===== config.mk =====
export PLATFORM = sky130hd
export DESIGN_NAME = tsalu_div
export DESIGN_NICKNAME = d
export VERILOG_FILES = /design/src/sv/tsalu_pkg.sv /design/src/sv/tsalu_div.sv
export SDC_FILE = /design/constraint.sdc
export NUM_CORES = 1
export LEC_CHECK = 0
export BUFFER_PORTS_ARGS = -buffer_cell sky130_fd_sc_hd__buf_2
export CELL_PAD_IN_SITES_DETAIL_PLACEMENT = 1
export CELL_PAD_IN_SITES_GLOBAL_PLACEMENT = 2
export CORE_ASPECT_RATIO = 0.9
export CORE_MARGIN = 5
export CORE_UTILIZATION = 36
export DETAILED_ROUTE_END_ITERATION = 7
export PLACE_DENSITY = 0.8
export SETUP_SLACK_MARGIN = 0.05
export SLEW_MARGIN = 0
export SYNTH_ARGS = -nofsm -noshare
export SYNTH_HDL_FRONTEND = slang
export SYNTH_SLANG_ARGS = --single-unit

===== constraint.sdc =====
create_clock -name clock -period 4.6 [get_ports clock]
set_input_delay 0.23 -clock clock [delete_from_list [all_inputs] [get_ports clock]]
set_output_delay 0.23 -clock clock [all_outputs]
set_load 0.005 [all_outputs]

===== src/sv/tsalu_pkg.sv =====
// Shared constants, codes and types for the two-stack integer ALU.
package tsalu_pkg;
   localparam int DATA_DEPTH    = 256;
   localparam int CONTROL_DEPTH = 128;
   localparam int DCW = $clog2(DATA_DEPTH + 1);
   localparam int CCW = $clog2(CONTROL_DEPTH + 1);
   localparam int DAW = (DATA_DEPTH > 1) ? $clog2(DATA_DEPTH) : 1;
   localparam int CAW = (CONTROL_DEPTH > 1) ? $clog2(CONTROL_DEPTH) : 1;
   localparam int WORD = 32;

   typedef logic [DCW-1:0]  dcount_type;
   typedef logic [CCW-1:0]  ccount_type;
   typedef logic [WORD-1:0] word_type;

   typedef enum logic [3:0] {
      OP_PUSH = 4'd0, OP_DROP = 4'd1, OP_DUP = 4'd2, OP_SWAP = 4'd3,
      OP_ADD = 4'd4, OP_SUB = 4'd5, OP_MUL = 4'd6, OP_DIV = 4'd7,
      OP_LT = 4'd8, OP_ULT = 4'd9, OP_NOT = 4'd10, OP_TOCTL = 4'd11,
      OP_FROMCTL = 4'd12, OP_EMIT = 4'd13
   } op_type;

   typedef enum logic [8:0] {
      ST_IDLE  = 9'b000000001,
      ST_RDI   = 9'b000000010,
      ST_RDJ   = 9'b000000100,
      ST_CALC  = 9'b000001000,
      ST_DIV   = 9'b000010000,
      ST_WR1   = 9'b000100000,
      ST_WR2   = 9'b001000000,
      ST_RDTOP = 9'b010000000,
      ST_OUT   = 9'b100000000
   } state_type;
endpackage


===== src/sv/tsalu_div.sv =====
// Iterative signed divider, one quotient bit per cycle, truncating toward zero.
module tsalu_div (
   input  logic                  clock,
   input  logic                  reset,
   input  logic                  start,
   input  tsalu_pkg::word_type   dividend,
   input  tsalu_pkg::word_type   divisor,
   output logic                  done,
   output tsalu_pkg::word_type   quotient
);
   import tsalu_pkg::*;

   logic [WORD:0]  rem_ff, rem_in;
   word_type       q_ff, q_in;
   word_type       d_ff, d_in;
   logic           neg_ff, neg_in;
   logic [5:0]     cnt_ff, cnt_in;
   logic           done_ff, done_in;
   logic [WORD:0]  rem_sh;
   logic [WORD:0]  diff;

   always_comb begin
      rem_in  = rem_ff;
      q_in    = q_ff;
      d_in    = d_ff;
      neg_in  = neg_ff;
      cnt_in  = cnt_ff;
      done_in = 1'b0;
      rem_sh  = {rem_ff[WORD-1:0], q_ff[WORD-1]};
      diff    = rem_sh - {1'b0, d_ff};
      if (start) begin
         neg_in = dividend[WORD-1] ^ divisor[WORD-1];
         q_in   = dividend[WORD-1] ? (word_type'(0) - dividend) : dividend;
         d_in   = divisor[WORD-1] ? (word_type'(0) - divisor) : divisor;
         rem_in = '0;
         cnt_in = 6'd32;
      end else if (cnt_ff != 6'd0) begin
         if (!diff[WORD]) begin
            rem_in = diff;
         end else begin
            rem_in = rem_sh;
         end
         q_in    = {q_ff[WORD-2:0], ~diff[WORD]};
         cnt_in  = cnt_ff - 6'd1;
         done_in = (cnt_ff == 6'd1);
      end
   end

   always_ff @(posedge clock) begin
      if (reset) begin
         cnt_ff  <= '0;
         done_ff <= 1'b0;
      end else begin
         cnt_ff  <= cnt_in;
         done_ff <= done_in;
      end
      rem_ff <= rem_in;
      q_ff   <= q_in;
      d_ff   <= d_in;
      neg_ff <= neg_in;
   end

   assign done     = done_ff;
   assign quotient = neg_ff ? (word_type'(0) - q_ff) : q_ff;

   a_done_after_count: assert property (@(posedge clock) disable iff (reset)
      done_ff |-> $past(cnt_ff) == 6'd1)
      else $error("divider done without finishing its bit steps");
   a_start_loads: assert property (@(posedge clock) disable iff (reset)
      start |=> cnt_ff == 6'd32)
      else $error("divider start did not load the step count");
   a_no_done_on_start: assert property (@(posedge clock) disable iff (reset)
      start |=> !done_ff)
      else $error("divider done raised right after start");
endmodule


Word-level counts from Yosys, hierarchy flattened
Index checks and enable logic that the tools add are counted.

Bits in registers: 104. Logic and storage cells: 29.

$add $sub $neg: 5. Bitwise operators: 3. Reduce and logical (&&, ||, !) cells: 4. Muxes and demuxes: 8. Eq/ne operators: 1.

Operators with widths (count): 32-bit 2-to-1 mux (5); 1-bit by 32-bit subtractor with 32-bit output, first input constant (3); 33-bit by 32-bit subtractor with 33-bit output (1); 31-bit 2-to-1 mux (1); 6-bit 2-to-1 mux (2); 6-bit by 1-bit == test with 1-bit output, second input constant (1); 6-bit nonzero test (1); 6-bit by 1-bit subtractor with 6-bit output, second input constant (1); 3-bit OR reduction (1); 1-bit inverter (2); 2-bit nonzero test (1); 2-bit OR reduction (1); 1-bit XOR (1).

Longest topological paths before layout
Gate-level depths: netlist (run 1).

Depth after elaboration: 4. Gate-level depth with buffers: 13. Depth with buffers taken out: 12.

Least setup slack after synthesis (run 1)
Ideal clock, no wire load.

Kind: reg-to-reg. From: register q_ff[31]. To: register rem_ff[15]. Required time: 4.509 ns. Stages on the path, launching flop included: 14. Data arrival time: 3.212 ns. Setup slack: 1.297 ns. Library setup time: 0.091 ns. Path through: edfxtp_1 -> inv_1 -> ha_1 -> fa_1 -> nand2b_1 -> a21oi_1 -> o21ba_2 -> a31oi_1 -> o31ai_1 -> a41o_1 -> xnor2_1 -> clkbuf_1 -> o31ai_1 -> a311oi_1.

Word-level cells in the longest chain between the ends: 2.

RTL lines: from (decl) (RTL line tsalu_div.sv:14) `word_type q_ff, q_in;`; from (signal assigned) (RTL line tsalu_div.sv:58) `q_ff <= q_in;`; 33-bit by 32-bit subtractor with 33-bit output (RTL line tsalu_div.sv:30) `diff = rem_sh - {1'b0, d_ff};`; 32-bit 2-to-1 mux (RTL line tsalu_div.sv:38) `if (!diff[WORD]) begin`; to (signal assigned) (RTL line tsalu_div.sv:57) `rem_ff <= rem_in;`; to (decl) (RTL line tsalu_div.sv:13) `logic [WORD:0] rem_ff, rem_in;`.

Every way passes these cells. A chain may end at the register's enable or synchronous reset.

Final worst setup path (run 1)
From: register q_ff[15]. To: output quotient[31].

Word-level cells in the longest chain between the ends: 2.

RTL lines: 1-bit by 32-bit subtractor with 32-bit output (RTL line tsalu_div.sv:64) `assign quotient = neg_ff ? (word_type'(0) - q_ff) : q_ff;`; 32-bit 2-to-1 mux (RTL line tsalu_div.sv:64); to (decl) (RTL line tsalu_div.sv:9) `output tsalu_pkg::word_type quotient`.

Every way passes these cells.

==> impl_metrics.toml, run 1 <==
[synth]
synth_cell_types = 59
netlist_top_cells_count = "100 x nand2_1, 83 x nor2_1, 82 x xnor2_1"
synthCells = 897
synth_top_area_cell = "edfxtp_1"
synth_area_leaders = "edfxtp_1 25%, dfxtp_1 10%, xnor2_1 9.3%"
synth_area_per_cell_sq_um = 8.57
yosysMostFrequentCell = "nand2_1"
ys_seq_area_frac = 0.356
synth_area_sq_um = 7680
synth_ff_type = "edfxtp_1"
yosysWarnings = 0
async_reset_ff_frac = 0
synth_seq_cells = 104
synth_top_area_frac = 0.254
synth-edff-count = 65
syn_nets = 1003

[placement]
dp_hpwl_um = 16100
gp_congestion = 0.793
portBuffers = 99
place_area_sq_um = 8460

[detailed_routing]
drt-initial-drc-count = 333
drtAntennaViolNets = 0
via_count = 6716
drc_errors = 0
drt-pass1-iter-count = 4
vias_per_cell = 5.32
wl_per_cell_um = 16.8
wl_um = 21300

[cts]
clkSinkCount = 104
cts_resized = 0
numCtsBuffers = 9
postCtsSetupBuffers = 0
max-clock-path-buffers = 2
clk_pin_slew_ns = 0.08
htreeDepth = 3
cts_tree = "yes"
clkLatencyLatePin_ns = 0.36
cts_hold_buffers = 0
clockRootBuffer = "clkbuf_16"

[sta]
clock_skew_ns = 0.0105
hold_viol = 0
maxSlewViolCount = 0
fin_setup_tns_ns = 0
rsz0062_at_grt = "false"
finalCriticalPeriod_ns = 3.86
period_share = 0.839
max_slew_margin = 0.241
worstMarginPinSlew_ns = 1.14
fmax_mhz = 259
finalSetupViolations = 0

[setup_path]
crit_path_frequent_cell = "or3_4"
path_max_fanout = 5
worstPathArrival_ns = 3.63
slowest_delay_ns = 0.49
end_kind = "output port"
startpoint_type = "flip-flop"
path_class = "reg2out"
cp_cell_sequence = "or3_4 > or3_4 > or3_4 > or3_4 > or3_4 > or3_4 > o31ai_4 > xnor2_1 > buf_2"
cp.required_ns = 4.37
worst_path_max_delay_cell = "edfxtp_1"

[layout]
final_nets = 1078
drive_gt1_frac = 0.146
num_antenna_cells = 0
fin_area_sq_um = 8730
area_delta_synth_final_pct = 13.6

[floorplan]
die_width_um = 164
io_pins = 100
placement_rows = 50
die_y_um = 149
coreArea_sq_um = 20900
die-area_sq_um = 24400
initial_core_util = 0.368

[global_routing]
grt_antenna_before_repair = 0
grt_max_degree = 58
grt_pass1_vias = 6746
grt_pass1_wl_um = 34900
track_usage = 0.176
overflow = 0

[job]
max_cap_violations = 0

[power_and_ir_drop]
ir_worst_vdd_v = 0.000216
leakage_nw = 3.46
p_per_area_nw_per_um2 = 514

[status]
status = "completed"

[worst_hold_path]
hp-class = "in2reg"
-- path summary, 6_finish.rpt --
check / slack [ns] / endpoint / start / cells past startpoint
setup / recovery: 0.74 / quotient[31] / q_ff[15] / 9
hold / removal: 0.08 / cnt_ff[5] / reset / 2
hold reg to reg: 0.51 / rem_ff[19] / rem_ff[18] / 2
setup reg to reg: 0.82 / rem_ff[1] / q_ff[31] / 13
-- cell type report --
cell class	instances	area, sq um
multi-input cells	696	4600
repair buffers	107	558
clock inverters	5	31.3
flip-flops and latches	104	2730
fillers	2553	12200
inverters	54	203
clock buffers	11	243
well taps	286	358
-- through the flow --
step                hold WS, ns  utilization  worst slack [ns]  total power [W]  cells
floorplan                 0.302            -              1.30          0.00307    897
global placement          0.460        0.405             0.963          0.00374   1247
detailed placement        0.450        0.405             0.801          0.00376   1247
CTS                      0.0731        0.418             0.728          0.00453   1263
global route             0.0856        0.418             0.424          0.00487   1263
finish                   0.0832        0.418             0.742          0.00449   1263
-- worst max-delay path, delay by kind of cell, from the launching register on --
| kind | cells | cell delay, ns |
|---|---|---|
| flip-flops | 1 | 0.49 |
| XOR/XNOR | 1 | 0.19 |
| buffers and inverters | 1 | 0.19 |
| AO/OA/AOI/OAI | 1 | 0.22 |
| AND/OR/NAND/NOR | 6 | 2.17 |
-- power by group --
| part | leakage, nW | internal, W | total, W | switching [W] |
|---|---|---|---|---|
| registers | 0.964 | 0.00127 | 0.00153 | 0.000258 |
| logic | 2.36 | 0.000907 | 0.00222 | 0.00131 |
| clock network | 0.140 | 0.000383 | 0.000748 | 0.000365 |
| total | 3.46 | 0.00256 | 0.00449 | 0.00193 |
-- flip-flops by register name, indices dropped and copies added, names as in the netlist --
register / cells
q_ff: 32
cnt_ff: 6
neg_ff: 1
done: 1
d_ff: 32
rem_ff: 32
-- per-layer routing --
metal	routed length, um	track usage	vias to the layer above
met5	0	0	-
met4	237	0.0314	0
met3	637	0.0324	15
met2	9680	0.282	90
met1	10700	0.250	3224
li1	-	-	3387
-- layout by cell type (no fill, tap or decap), types with 3 or more instances in the layout --
master,count
a21oi_1,71
o31ai_1,28
a311oi_1,23
xnor2_1,80
nor4_1,7
or3_4,6
nand2b_1,10
nor2_1,83
xor2_1,37
dfxtp_1,39
clkbuf_16,9
a21o_1,7
buf_2,98
and2_1,8
or2_2,6
and3_1,6
o22ai_1,9
or4_1,8
o41ai_1,9
o21ai_0,42
a31oi_1,11
nand2_1,100
buf_4,9
a211oi_1,5
nor2b_1,5
ha_1,38
inv_1,54
edfxtp_1,65
and4_1,3
or3_1,12
o21bai_1,5
nor3_1,10
nand4_1,7
mux2i_1,4
o21a_1,8
nand3_1,14
-- logic make-up after synthesis --
| family | share of synthesized area |
|---|---|
| buffers and inverters | 0.0479 |
| muxes | 0.00521 |
| xor gates and xnor gates | 0.136 |
| AOI/OAI and AO/OA | 0.209 |
| DFF | 0.356 |
| adders and majority gates | 0.0645 |
| and+or+nand+nor | 0.182 |
No activity file was read; power rests on OpenSTA's default activity.
==> run 2, diff against run 1 <==
- clock period: 4.6 -> 3.69 ns (I/O delays scaled with it)
==> impl_metrics.toml, run 2 (synthesis gave the netlist of run 1 again) <==
[sta]
finalCriticalPeriod_ns = 3.65
setup_slack_ns = 0.0372
finalSetupViolations = 0
maxSlewViolCount = 0
hold_viol = 0
worstMarginPinSlew_ns = 1.17
clock_skew_ns = 0.00714
max_slew_margin = 0.217
fmax_mhz = 274
period_share = 0.990
rsz0062_at_grt = "true"

[layout]
area_delta_synth_final_pct = 14.9
num_antenna_cells = 0
top_regs = "d_ff: 32 flops, q_ff: 32 flops, rem_ff: 32 flops"
drive_gt1_frac = 0.152
layout_common_cells = "100 x nand2_1, 98 x buf_2, 83 x nor2_1"
utilization = 0.423
layout_commonest_cell = "nand2_1"
final_nets = 1085

[placement]
dp_hpwl_um = 15800
post-place-ws_ns = 0.175
gp_congestion = 0.781
portBuffers = 99

[cts]
cts_hold_buffers = 0
clkLatencyLatePin_ns = 0.36
htreeDepth = 3
clk_pin_slew_ns = 0.07
numCtsBuffers = 9
cts_tree = "yes"
max-clock-path-buffers = 2
clockRootBuffer = "clkbuf_16"
clkSinkCount = 104

[worst_hold_path]
hp-class = "in2reg"

[setup_path]
cp_cell_sequence = "or3_4 > or3_4 > or3_4 > or3_4 > or3_4 > or3_4 > o31ai_4 > xnor2_1 > buf_2"
worst_path_max_delay_cell = "edfxtp_1"
cp.required_ns = 3.51
worstPathArrival_ns = 3.47
crit_path_frequent_cell = "or3_4"
cp_top_family = "simple AND/OR/NAND/NOR gates"
path_max_fanout = 3
startpoint_type = "flip-flop"
slowest_delay_ns = 0.42
path_buf_inv = 1
end_kind = "output port"
path_class = "reg2out"

[floorplan]
die-area_sq_um = 24400
io_pins = 100
placement_rows = 50
coreArea_sq_um = 20900
die_width_um = 164
die_y_um = 149
initial_core_util = 0.368

[detailed_routing]
drtAntennaViolNets = 0
drt-pass1-iter-count = 4
drc_errors = 0
via_count = 6765
vias_per_cell = 5.33
drt-initial-drc-count = 319
wl_per_cell_um = 16.7
wl_um = 21200

[power_and_ir_drop]
p_per_area_nw_per_um2 = 645
finalPower_w = 0.00570
ir_worst_vdd_v = 0.000291
leakage_nw = 3.49

[global_routing]
grt_pass1_vias = 6988
grt_max_degree = 81
grt_pass1_wl_um = 35400
grt_antenna_before_repair = 0
track_usage = 0.178
overflow = 0

[job]
max_cap_violations = 0

[status]
status = "completed"
-- run 2: cell count changes in the layout (fill, tap and decap cells not counted), sizes merged --
cell and change:
bufinv +1, clkinv -1, buf +7, inv -2, clkinvlp +2
-- run 2: worst paths after layout --
kind / startpoint / endpoint / slack [ns] / cells past startpoint
setup / recovery: q_ff[16] / quotient[31] / 0.04 / 9
hold / removal: reset / cnt_ff[5] / 0.04 / 2
setup reg to reg: q_ff[31] / rem_ff[1] / 0.34 / 14
hold reg to reg: rem_ff[24] / rem_ff[25] / 0.51 / 2
-- run 2: area by class of cell --
type | count | area [sq um]
Sequential cell | 104 | 2730
Tap cell | 286 | 358
Timing Repair Buffer | 114 | 639
Multi-Input combinational cell | 696 | 4610
Fill cell | 2529 | 12100
Clock buffer | 11 | 233
Inverter | 54 | 203
Clock inverter | 5 | 57.6
-- run 2: metrics by stage --
step                instances  hold WS [ns]  area [sq um]  setup TNS [ns]
floorplan                 897         0.257          7680               0
global placement         1250         0.414          8500               0
CTS                      1270        0.0248          8820               0
finish                   1270        0.0369          8830               0
detailed placement       1250         0.415          8500               0
global route             1270        0.0404          8830          -0.181
-- run 2: what timing repair did --
action | in CTS | in global routing
pin swaps | 2 | 2
buffers inserted | 4 | 0
setup endpoints to repair | 5 | 36
gates resized for setup | 0 | 3
cloned | 0 | 0
-- run 2: report_power, final --
part	switching [W]	internal (W)	total (W)
Combinational	0.00165	0.00119	0.00284
Sequential	0.000294	0.00158	0.00188
Clock	0.000456	0.000527	0.000983
Total	0.00240	0.00330	0.00570
-- run 2: layer usage --
metal	track usage	vias up	share of wire
met5	0	-	0
met4	0.0465	0	0.014
li1	-	3392	-
met2	0.291	88	0.46
met3	0.0266	18	0.031
met1	0.245	3267	0.49
